===== config.mk =====
export PLATFORM = sky130hd
export DESIGN_NAME = small_matrix_add_multiply_transpose_core_flat
export DESIGN_NICKNAME = d
export VERILOG_FILES = /design/src/design/smat_pkg.sv /design/src/design/smat_if.sv /design/src/design/smat_ram.sv /design/src/design/small_matrix_add_multiply_transpose_core.sv /design/src/flat_wrapper.sv
export SDC_FILE = /design/constraint.sdc
export NUM_CORES = 2
export LEC_CHECK = 0
export ABC_AREA = 0
export ABC_CLOCK_PERIOD_IN_PS = 6600
export BUFFER_PORTS_ARGS = -buffer_cell sky130_fd_sc_hd__buf_4
export CAP_MARGIN = 0
export CELL_PAD_IN_SITES_DETAIL_PLACEMENT = 1
export CELL_PAD_IN_SITES_GLOBAL_PLACEMENT = 1
export CORE_MARGIN = 1
export CORE_UTILIZATION = 50
export CTS_CLUSTER_SIZE = 25
export DETAILED_ROUTE_END_ITERATION = 8
export GPL_TIMING_DRIVEN = 0
export PLACE_DENSITY = 0.77
export SLEW_MARGIN = 20
export SYNTH_ARGS = -nofsm -noshare
export SYNTH_HDL_FRONTEND = slang
export SYNTH_SLANG_ARGS = --single-unit

===== constraint.sdc =====
create_clock -name clk -period 6.6 [get_ports clk]
set_clock_uncertainty 0.05 [all_clocks]
set_input_delay 0.99 -clock clk [delete_from_list [all_inputs] [get_ports clk]]
set_output_delay 0.99 -clock clk [all_outputs]
set_load 0.02 [all_outputs]

===== src/design/smat_pkg.sv =====
package smat_pkg;

  // matrix limits
  localparam int MAX_DIM = 8;
  localparam int DIM_W   = 4;
  localparam int IDX_W   = 3;
  localparam int ADDR_W  = 6;
  localparam int DEPTH   = MAX_DIM * MAX_DIM;
  localparam int ELEM_W  = 16;
  localparam int VALUE_W = 35;
  localparam int COUNT_W = 8;
  localparam int LEN_W   = 7;

  // configuration port
  localparam int CFG_IDX_W  = 4;
  localparam int CFG_DATA_W = 4;

  // register indexes
  localparam logic [CFG_IDX_W-1:0] REG_MODE   = 4'd0;
  localparam logic [CFG_IDX_W-1:0] REG_ROWS_A = 4'd1;
  localparam logic [CFG_IDX_W-1:0] REG_COLS_A = 4'd2;
  localparam logic [CFG_IDX_W-1:0] REG_COLS_B = 4'd3;

  // operation codes
  localparam logic [1:0] OP_ADD       = 2'd0;
  localparam logic [1:0] OP_MULTIPLY  = 2'd1;
  localparam logic [1:0] OP_TRANSPOSE = 2'd2;

  // dimension register to effective size, zero acts as one, values above MAX_DIM act as MAX_DIM
  function automatic logic [DIM_W-1:0] clamp_dim(input logic [DIM_W-1:0] v);
    logic [DIM_W-1:0] d;
    if (v == '0) d = DIM_W'(1);
    else if (v > DIM_W'(MAX_DIM)) d = DIM_W'(MAX_DIM);
    else d = v;
    return d;
  endfunction

endpackage


===== src/design/smat_if.sv =====
// element word channel
interface smat_elem_if import smat_pkg::*; ();
  logic                     valid;
  logic                     ready;
  logic signed [ELEM_W-1:0] element;
  modport source (output valid, output element, input ready);
  modport sink   (input valid, input element, output ready);
endinterface

// result word channel
interface smat_res_if import smat_pkg::*; ();
  logic                      valid;
  logic                      ready;
  logic signed [VALUE_W-1:0] value;
  logic [IDX_W-1:0]          row;
  logic [IDX_W-1:0]          column;
  logic                      final_res;
  modport source (output valid, output value, output row, output column,
                  output final_res, input ready);
  modport sink   (input valid, input value, input row, input column,
                  input final_res, output ready);
endinterface

// register write channel
interface smat_cfg_if import smat_pkg::*; ();
  logic                  valid;
  logic                  ready;
  logic [CFG_IDX_W-1:0]  index;
  logic [CFG_DATA_W-1:0] data;
  modport source (output valid, output index, output data, input ready);
  modport sink   (input valid, input index, input data, output ready);
endinterface


===== src/design/smat_ram.sv =====
module smat_ram #(
  parameter int WIDTH = 16,
  parameter int DEPTH = 64
) (
  input  logic                                       clk,
  input  logic                                       we,
  input  logic [((DEPTH > 1) ? $clog2(DEPTH) : 1)-1:0] waddr,
  input  logic [WIDTH-1:0]                           wdata,
  input  logic [((DEPTH > 1) ? $clog2(DEPTH) : 1)-1:0] raddr,
  output logic [WIDTH-1:0]                           rdata
);

  logic [WIDTH-1:0] mem [DEPTH];

  // one write port, registered read port
  always_ff @(posedge clk) begin
    if (we) begin
      mem[waddr] <= wdata;
    end
    rdata <= mem[raddr];
  end

endmodule


===== src/design/small_matrix_add_multiply_transpose_core.sv =====
// Small matrix engine. Elements of A, then of B when the mode needs one, arrive one word
// per cycle in row-major order and are written into two 64-entry RAMs. The word that
// completes the load starts result generation: results leave in row-major order with
// their row and column, the last one flagged by final_res. Each result comes from the
// single read port of each RAM feeding a read, product, accumulate pipeline that walks
// one term per cycle: one term for add or transpose, cols_a terms for multiply. No
// element is accepted while results are being generated; the result register lets the
// next result be computed while the current one waits. A register write restarts
// loading; writes to an index beyond the list are ignored.
module small_matrix_add_multiply_transpose_core import smat_pkg::*; (
  input logic      clk,
  input logic      rst,
  smat_elem_if.sink  elem,
  smat_res_if.source res,
  smat_cfg_if.sink   cfg
);

  localparam logic [1:0] ST_LOAD  = 2'd0;
  localparam logic [1:0] ST_RUN   = 2'd1;
  localparam logic [1:0] ST_DRAIN = 2'd2;

  logic [1:0]       state;
  logic [1:0]       mode;
  logic [DIM_W-1:0] rows_a;
  logic [DIM_W-1:0] cols_a;
  logic [DIM_W-1:0] cols_b;
  logic [COUNT_W-1:0] load_count;
  logic [IDX_W-1:0] i_idx;
  logic [IDX_W-1:0] j_idx;
  logic [IDX_W-1:0] k_idx;
  logic             p1;
  logic             p2;
  logic signed [VALUE_W-1:0] term;
  logic signed [VALUE_W-1:0] acc;
  logic             out_valid;
  logic signed [VALUE_W-1:0] out_value;
  logic [IDX_W-1:0] out_row;
  logic [IDX_W-1:0] out_column;
  logic             out_final;

  logic [DIM_W-1:0] r_dim;
  logic [DIM_W-1:0] c_dim;
  logic [DIM_W-1:0] k_dim;
  logic [1:0]       op;
  logic [LEN_W-1:0] a_len;
  logic [LEN_W-1:0] b_len;
  logic [COUNT_W-1:0] total;
  logic [COUNT_W-1:0] b_off;
  logic             accept;
  logic             is_a;
  logic             last_load;
  logic             cfg_hit;
  logic [IDX_W-1:0] i_last;
  logic [IDX_W-1:0] j_last;
  logic [IDX_W-1:0] k_last;
  logic [IDX_W-1:0] a_row;
  logic [IDX_W-1:0] a_col;
  logic [LEN_W-1:0] a_addr_full;
  logic [LEN_W-1:0] b_addr_full;
  logic [ADDR_W-1:0] a_raddr;
  logic [ADDR_W-1:0] b_raddr;
  logic [ELEM_W-1:0] a_q;
  logic [ELEM_W-1:0] b_q;
  logic signed [ELEM_W:0]     sum;
  logic signed [2*ELEM_W-1:0] prod;
  logic signed [VALUE_W-1:0]  term_next;
  logic             issue;
  logic             emit;
  logic             final_elem;

  // effective sizes
  assign r_dim = clamp_dim(rows_a);
  assign c_dim = clamp_dim(cols_a);
  assign k_dim = clamp_dim(cols_b);
  assign op    = (mode == OP_MULTIPLY || mode == OP_TRANSPOSE) ? mode : OP_ADD;
  assign a_len = LEN_W'({3'b000, r_dim} * {3'b000, c_dim});
  assign b_len = LEN_W'({3'b000, c_dim} * {3'b000, k_dim});

  // load length per operation
  always_comb begin
    case (op)
      OP_MULTIPLY:  total = {1'b0, a_len} + {1'b0, b_len};
      OP_TRANSPOSE: total = {1'b0, a_len};
      default:      total = {1'b0, a_len} + {1'b0, a_len};
    endcase
  end

  // load side
  assign elem.ready = (state == ST_LOAD);
  assign accept     = elem.valid && elem.ready;
  assign is_a       = load_count < {1'b0, a_len};
  assign b_off      = load_count - {1'b0, a_len};
  assign last_load  = (load_count + COUNT_W'(1)) == total;

  // configuration writes
  assign cfg.ready = 1'b1;
  assign cfg_hit   = cfg.valid && (cfg.index == REG_MODE || cfg.index == REG_ROWS_A ||
                                   cfg.index == REG_COLS_A || cfg.index == REG_COLS_B);

  // loop bounds per operation
  always_comb begin
    case (op)
      OP_MULTIPLY: begin
        i_last = IDX_W'(r_dim - DIM_W'(1));
        j_last = IDX_W'(k_dim - DIM_W'(1));
        k_last = IDX_W'(c_dim - DIM_W'(1));
      end
      OP_TRANSPOSE: begin
        i_last = IDX_W'(c_dim - DIM_W'(1));
        j_last = IDX_W'(r_dim - DIM_W'(1));
        k_last = '0;
      end
      default: begin
        i_last = IDX_W'(r_dim - DIM_W'(1));
        j_last = IDX_W'(c_dim - DIM_W'(1));
        k_last = '0;
      end
    endcase
  end

  // read addresses
  assign a_row = (op == OP_TRANSPOSE) ? j_idx : i_idx;
  assign a_col = (op == OP_MULTIPLY) ? k_idx : ((op == OP_TRANSPOSE) ? i_idx : j_idx);
  assign a_addr_full = LEN_W'({4'b0000, a_row} * {3'b000, c_dim}) + {4'b0000, a_col};
  assign b_addr_full = (op == OP_MULTIPLY)
                     ? LEN_W'({4'b0000, k_idx} * {3'b000, k_dim}) + {4'b0000, j_idx}
                     : LEN_W'({4'b0000, i_idx} * {3'b000, c_dim}) + {4'b0000, j_idx};
  assign a_raddr = a_addr_full[ADDR_W-1:0];
  assign b_raddr = b_addr_full[ADDR_W-1:0];

  smat_ram #(.WIDTH(ELEM_W), .DEPTH(DEPTH)) u_a_ram (
    .clk   (clk),
    .we    (accept && is_a),
    .waddr (load_count[ADDR_W-1:0]),
    .wdata (elem.element),
    .raddr (a_raddr),
    .rdata (a_q)
  );

  smat_ram #(.WIDTH(ELEM_W), .DEPTH(DEPTH)) u_b_ram (
    .clk   (clk),
    .we    (accept && !is_a),
    .waddr (b_off[ADDR_W-1:0]),
    .wdata (elem.element),
    .raddr (b_raddr),
    .rdata (b_q)
  );

  // term from the read words
  assign sum  = $signed({a_q[ELEM_W-1], a_q}) + $signed({b_q[ELEM_W-1], b_q});
  assign prod = $signed(a_q) * $signed(b_q);
  always_comb begin
    case (op)
      OP_MULTIPLY:  term_next = {{(VALUE_W-2*ELEM_W){prod[2*ELEM_W-1]}}, prod};
      OP_TRANSPOSE: term_next = {{(VALUE_W-ELEM_W){a_q[ELEM_W-1]}}, a_q};
      default:      term_next = {{(VALUE_W-ELEM_W-1){sum[ELEM_W]}}, sum};
    endcase
  end

  // sequencing
  assign issue      = (state == ST_RUN);
  assign emit       = (state == ST_DRAIN) && !p1 && !p2 && (!out_valid || res.ready);
  assign final_elem = (i_idx == i_last) && (j_idx == j_last);

  // control registers
  always_ff @(posedge clk) begin
    if (rst) begin
      state      <= ST_LOAD;
      mode       <= OP_ADD;
      rows_a     <= DIM_W'(MAX_DIM);
      cols_a     <= DIM_W'(MAX_DIM);
      cols_b     <= DIM_W'(MAX_DIM);
      load_count <= '0;
      i_idx      <= '0;
      j_idx      <= '0;
      k_idx      <= '0;
      p1         <= 1'b0;
      p2         <= 1'b0;
      out_valid  <= 1'b0;
    end else begin
      p1 <= issue;
      p2 <= p1;

      // register writes restart loading
      if (cfg_hit) begin
        load_count <= '0;
        case (cfg.index)
          REG_MODE:   mode   <= cfg.data[1:0];
          REG_ROWS_A: rows_a <= cfg.data;
          REG_COLS_A: cols_a <= cfg.data;
          REG_COLS_B: cols_b <= cfg.data;
          default:    mode   <= mode;
        endcase
      end

      case (state)
        ST_LOAD: begin
          if (accept) begin
            if (last_load) begin
              load_count <= '0;
              i_idx      <= '0;
              j_idx      <= '0;
              k_idx      <= '0;
              state      <= ST_RUN;
            end else begin
              load_count <= load_count + COUNT_W'(1);
            end
          end
        end
        ST_RUN: begin
          if (k_idx == k_last) begin
            k_idx <= '0;
            state <= ST_DRAIN;
          end else begin
            k_idx <= k_idx + IDX_W'(1);
          end
        end
        ST_DRAIN: begin
          if (emit) begin
            if (final_elem) begin
              i_idx <= '0;
              j_idx <= '0;
              state <= ST_LOAD;
            end else begin
              if (j_idx == j_last) begin
                j_idx <= '0;
                i_idx <= i_idx + IDX_W'(1);
              end else begin
                j_idx <= j_idx + IDX_W'(1);
              end
              state <= ST_RUN;
            end
          end
        end
        default: state <= ST_LOAD;
      endcase

      // result register
      if (emit) begin
        out_valid <= 1'b1;
      end else if (res.ready) begin
        out_valid <= 1'b0;
      end
    end
  end

  // datapath registers
  always_ff @(posedge clk) begin
    term <= term_next;
    if ((accept && last_load) || (emit && !final_elem)) begin
      acc <= '0;
    end else if (p2) begin
      acc <= acc + term;
    end
    if (emit) begin
      out_value  <= acc;
      out_row    <= i_idx;
      out_column <= j_idx;
      out_final  <= final_elem;
    end
  end

  assign res.valid     = out_valid;
  assign res.value     = out_value;
  assign res.row       = out_row;
  assign res.column    = out_column;
  assign res.final_res = out_final;

endmodule


===== src/flat_wrapper.sv =====
// flat-port wrapper written by rule: the top's interface ports become plain ports
module small_matrix_add_multiply_transpose_core_flat import smat_pkg::*;
  (clk, rst, elem_valid, elem_element, elem_ready, res_valid, res_value, res_row, res_column, res_final_res, res_ready, cfg_valid, cfg_index, cfg_data, cfg_ready);
  smat_elem_if elem_i ();
  smat_res_if res_i ();
  smat_cfg_if cfg_i ();
  input logic clk;
  input logic rst;
  input wire logic [$bits(elem_i.valid)-1:0] elem_valid;
  input wire logic [$bits(elem_i.element)-1:0] elem_element;
  output wire logic [$bits(elem_i.ready)-1:0] elem_ready;
  output wire logic [$bits(res_i.valid)-1:0] res_valid;
  output wire logic [$bits(res_i.value)-1:0] res_value;
  output wire logic [$bits(res_i.row)-1:0] res_row;
  output wire logic [$bits(res_i.column)-1:0] res_column;
  output wire logic [$bits(res_i.final_res)-1:0] res_final_res;
  input wire logic [$bits(res_i.ready)-1:0] res_ready;
  input wire logic [$bits(cfg_i.valid)-1:0] cfg_valid;
  input wire logic [$bits(cfg_i.index)-1:0] cfg_index;
  input wire logic [$bits(cfg_i.data)-1:0] cfg_data;
  output wire logic [$bits(cfg_i.ready)-1:0] cfg_ready;
  assign elem_i.valid = elem_valid;
  assign elem_i.element = elem_element;
  assign elem_ready = elem_i.ready;
  assign res_valid = res_i.valid;
  assign res_value = res_i.value;
  assign res_row = res_i.row;
  assign res_column = res_i.column;
  assign res_final_res = res_i.final_res;
  assign res_i.ready = res_ready;
  assign cfg_i.valid = cfg_valid;
  assign cfg_i.index = cfg_index;
  assign cfg_i.data = cfg_data;
  assign cfg_ready = cfg_i.ready;
  small_matrix_add_multiply_transpose_core u_core (.clk(clk), .rst(rst), .elem(elem_i), .res(res_i), .cfg(cfg_i));
endmodule

==> impl_metrics.toml <==
[clock_network]
clk_path_buf_depth = 3
cts_buffers = 220
cts_sinks = 2225
tritoncts = "built"
root_buffer = "clkbuf_16"
worstSkewPairLatency_ns = 0.90
cts_max_level = 4
clkTransAtPathRegs_ns = 0.07
hold_buffers = 0

[synth]
yosysTopAreaCell = "edfxtp_1"
yosys_warnings = 0
syn_nets = 6263
ys_types = 75
ys_ff_latch = 2225
synthFlopType = "edfxtp_1"
synth-edff-count = 2090
synth_top_area_share = 0.6299
synthesis.instances = 5744
avgSynthCellArea_um2 = 17.35
yosysSeqAreaShare = 0.6570
synthesis.area_um2 = 99640
synth_area_leaders = "edfxtp_1 63%, mux4_2 13%, fa_1 5.7%, dfxtp_1 2.7%, ha_1 2.6%"
synthArstFlopShare = 0

[sta]
slew_headroom = -0.08304
finalCritPeriodShare = 0.9970
setup_slack_ns = 0.02004
finalMaxSlewViolations = 9
timing.fmax_ghz = 0.1520
fin_crit_ns = 6.580
hold_violations = 0
rsz0062_at_grt = "yes"
setup_viol = 0
tightest_slew_ns = 1.620

[worst_hold_path]
hold_class = "in2reg"
hp-start = "cfg_data[3]"
hold_depth = 3
whs_endpoint = "u_core.cols_a[3]"

[setup_path]
critPathSlowestCell = "fa_2"
cp.depth = 23
critical_path_class = "reg2reg"
r2r-start = "u_core.u_b_ram.rdata[2]"
slowest_delay_ns = 0.55
cp-start-kind = "flip-flop"
path_buf_inv = 6
cp_data_required_time_ns = 7.29
critPathArrivalTime_ns = 7.27
path_cells = "buf_6 -> nand2_4 -> inv_2 -> fa_2 -> buf_4 -> buf_4 -> fa_1 -> fa_2 -> fa_2 -> fa_1 -> inv_1 -> fa_1 -> inv_1 -> ha_4 -> and3_4 -> and4_4 -> nand3_2 -> or3_4 -> a311oi_4 -> a311o_1 -> a31oi_2 -> xnor2_2 -> o21ai_1"
worst_setup_path_end_kind = "flip-flop"
ff2ff_setup_slack_ns = 0.02
crit_family = "adder cells"
path_max_fanout = 10
timing.rr.end = "u_core.term[30]"
ff2ff_path_depth = 23

[power]
switchingPower_mw = 15.89
sw_frac_of_total = 0.3455
power_mw = 45.98
pwr-share-clk = 0.273
vdd_drop_max_mv = 1.025
leakagePower_nw = 39.35
cellPowerDensity_nw_per_um2 = 399.2
pwr-share-seq = 0.347
power.internal_mw = 30.09
combPwrFrac = 0.380

[die]
core_um2 = 197600
ios = 74
dieArea_um2 = 201100
start_util = 0.5042
rows = 163
die_h_um = 448.4
die_w_um = 448.4

[route]
dr.pass1.iters = 5
drc = 0
final_antenna_net_count = 0
vias_per_cell = 6.297
wirelength_um = 293600
routedWlPerCell_um = 32.32
vias = 57190
drtIter0Drc = 6739

[status]
outcome = "finished with violations"
failed_checks = "max-capacitance violations, max-slew violations"

[placement]
place_inst = 8597
hpwl_um = 193400
post_dp_cell_area_um2 = 105800
pre_cts_ws_ns = -1.532
place.gp.congestion = 0.9195
port_buffers = 72

[layout]
area_growth_pct = 15.58
stdcell_count = 9082
mostFrequentLayoutCells = "2090 x edfxtp_1, 576 x mux4_2, 377 x nand2_1, 354 x inv_1, 276 x fa_1"
final_common_cell = "edfxtp_1"
design_area_um2 = 115200
nets = 6768
drive_gt1_frac = 0.2477

[global_route]
grt_pass1_wl_um = 419500
grt_pass1_vias = 59370
gr-usage-all-layers = 0.2922
antenna_found_initial = 18
grt_max_degree = 129
overflow = 0

[job]
drv_cap = 1
==> flip-flops by register name (all words and copies together), names as in the netlist <==
signal / flops
u_core.res.valid: 1
u_core.p2: 1
u_core.k_idx: 3
u_core.cols_b: 4
u_core.load_count: 8
u_core.res.value: 35
u_core.term: 32
u_core.state: 2
u_core.res.column: 3
u_core.u_b_ram.mem: 1024
u_core.u_a_ram.mem: 1024
u_core.j_idx: 3
u_core.u_a_ram.rdata: 16
u_core.p1: 1
u_core.u_b_ram.rdata: 16
u_core.rows_a: 4
u_core.cols_a: 4
u_core.i_idx: 3
u_core.res.final_res: 1
u_core.acc: 35
u_core.res.row: 3
u_core.mode: 2
==> synth_stat cells (all sizes together), types with 45 or more instances <==
library cell / count
a21oi: 130
mux4: 576
and2: 192
fa: 286
edfxtp: 2090
a31oi: 55
xor2: 45
ha: 204
buf: 79
mux2i: 67
nand2: 388
a211oi: 100
nand3: 52
inv: 364
nor2: 284
dfxtp: 135
o21ai: 75
xnor2: 73
clkbuf: 194
a21o: 47
==> worst max-delay path by stage <==
stage                                  start                        end  slack [ns]
CTS                         u_core.cols_a[3]  u_core.u_b_ram.mem[11][6]       -0.22
global placement    u_core.u_a_ram.rdata[11]            u_core.term[30]       -1.46
floorplan           u_core.u_a_ram.rdata[15]            u_core.term[29]        0.11
detailed placement  u_core.u_a_ram.rdata[11]            u_core.term[30]       -1.53
global route        u_core.u_a_ram.rdata[15]            u_core.term[30]       -0.06
finish               u_core.u_b_ram.rdata[2]            u_core.term[30]        0.02
==> through the flow <==
| stage | TNS, ns | hold slack, ns | util |
|---|---|---|---|
| final | 0 | 0.3110 | 0.5828 |
| after CTS | -33.38 | 0.2729 | 0.5759 |
| after global placement | -1829.39 | 0.3677 | 0.5236 |
| after floorplan | 0 | 0.3564 | - |
| after detailed placement | -905.37 | 0.3769 | 0.5354 |
| after global routing | -0.5850 | 0.3075 | 0.5827 |
==> area by class of cell <==
cell class                      instances  area [um^2]
Clock buffer                          279         5853
Timing Repair Buffer                  291         3216
Clock inverter                        132         1335
Tap cell                             2640         3303
Buffer                                265         1353
Multi-Input combinational cell       2879        33160
Fill cell                           17460        82460
Inverter                              367         1388
Antenna cell                            4        10.01
Sequential cell                      2225        65560
==> logic make-up (layout without fill, tap and decap cells) <==
group                    count (synthesis)  after routing  share of synthesized area
flip-flops                            2225           2225                     0.6570
buffers and inverters                  640           1334                    0.02474
other                                    1              5                 0.00003764
adder cells (fa/ha/maj)                490            490                    0.08308
XOR/XNOR                               118            118                    0.01045
AND/OR/NAND/NOR                       1066           1066                    0.04965
AO/OA/AOI/OAI                          557            557                    0.03768
multiplexers                           647            647                     0.1374
==> tightest hold or removal path: stages <==
cell and delay (ns):
buf_4 0.10, mux2i_1 0.06, nand2_1 0.06
==> power groups by stage <==
stage / clock (mW) / sequential, mW / combinational [mW]
2_1_floorplan: 0 / 16.1 / 9.68
3_3_place_gp: 0 / 16.2 / 13.5
3_5_place_dp: 0 / 16.2 / 14.0
4_1_cts: 12.6 / 15.9 / 15.7
5_1_grt: 13.1 / 15.9 / 19.1
6_report: 12.5 / 15.9 / 17.5
==> metal layers <==
layer,share of wire,track usage,vias up
met2,0.49,0.4796,3263
met5,0.00038,0,-
li1,-,-,23140
met4,0.047,0.1285,16
met1,0.38,0.3895,30150
met3,0.081,0.04476,625
==> timing repair <==
action | in CTS | in global routing
cloned | 0 | 0
buffers inserted | 8 | 67
resized for setup | 226 | 241
pin swaps | 16 | 63
endpoints found under the setup margin | 2108 | 1934
(Power assumes the default switching activity.)
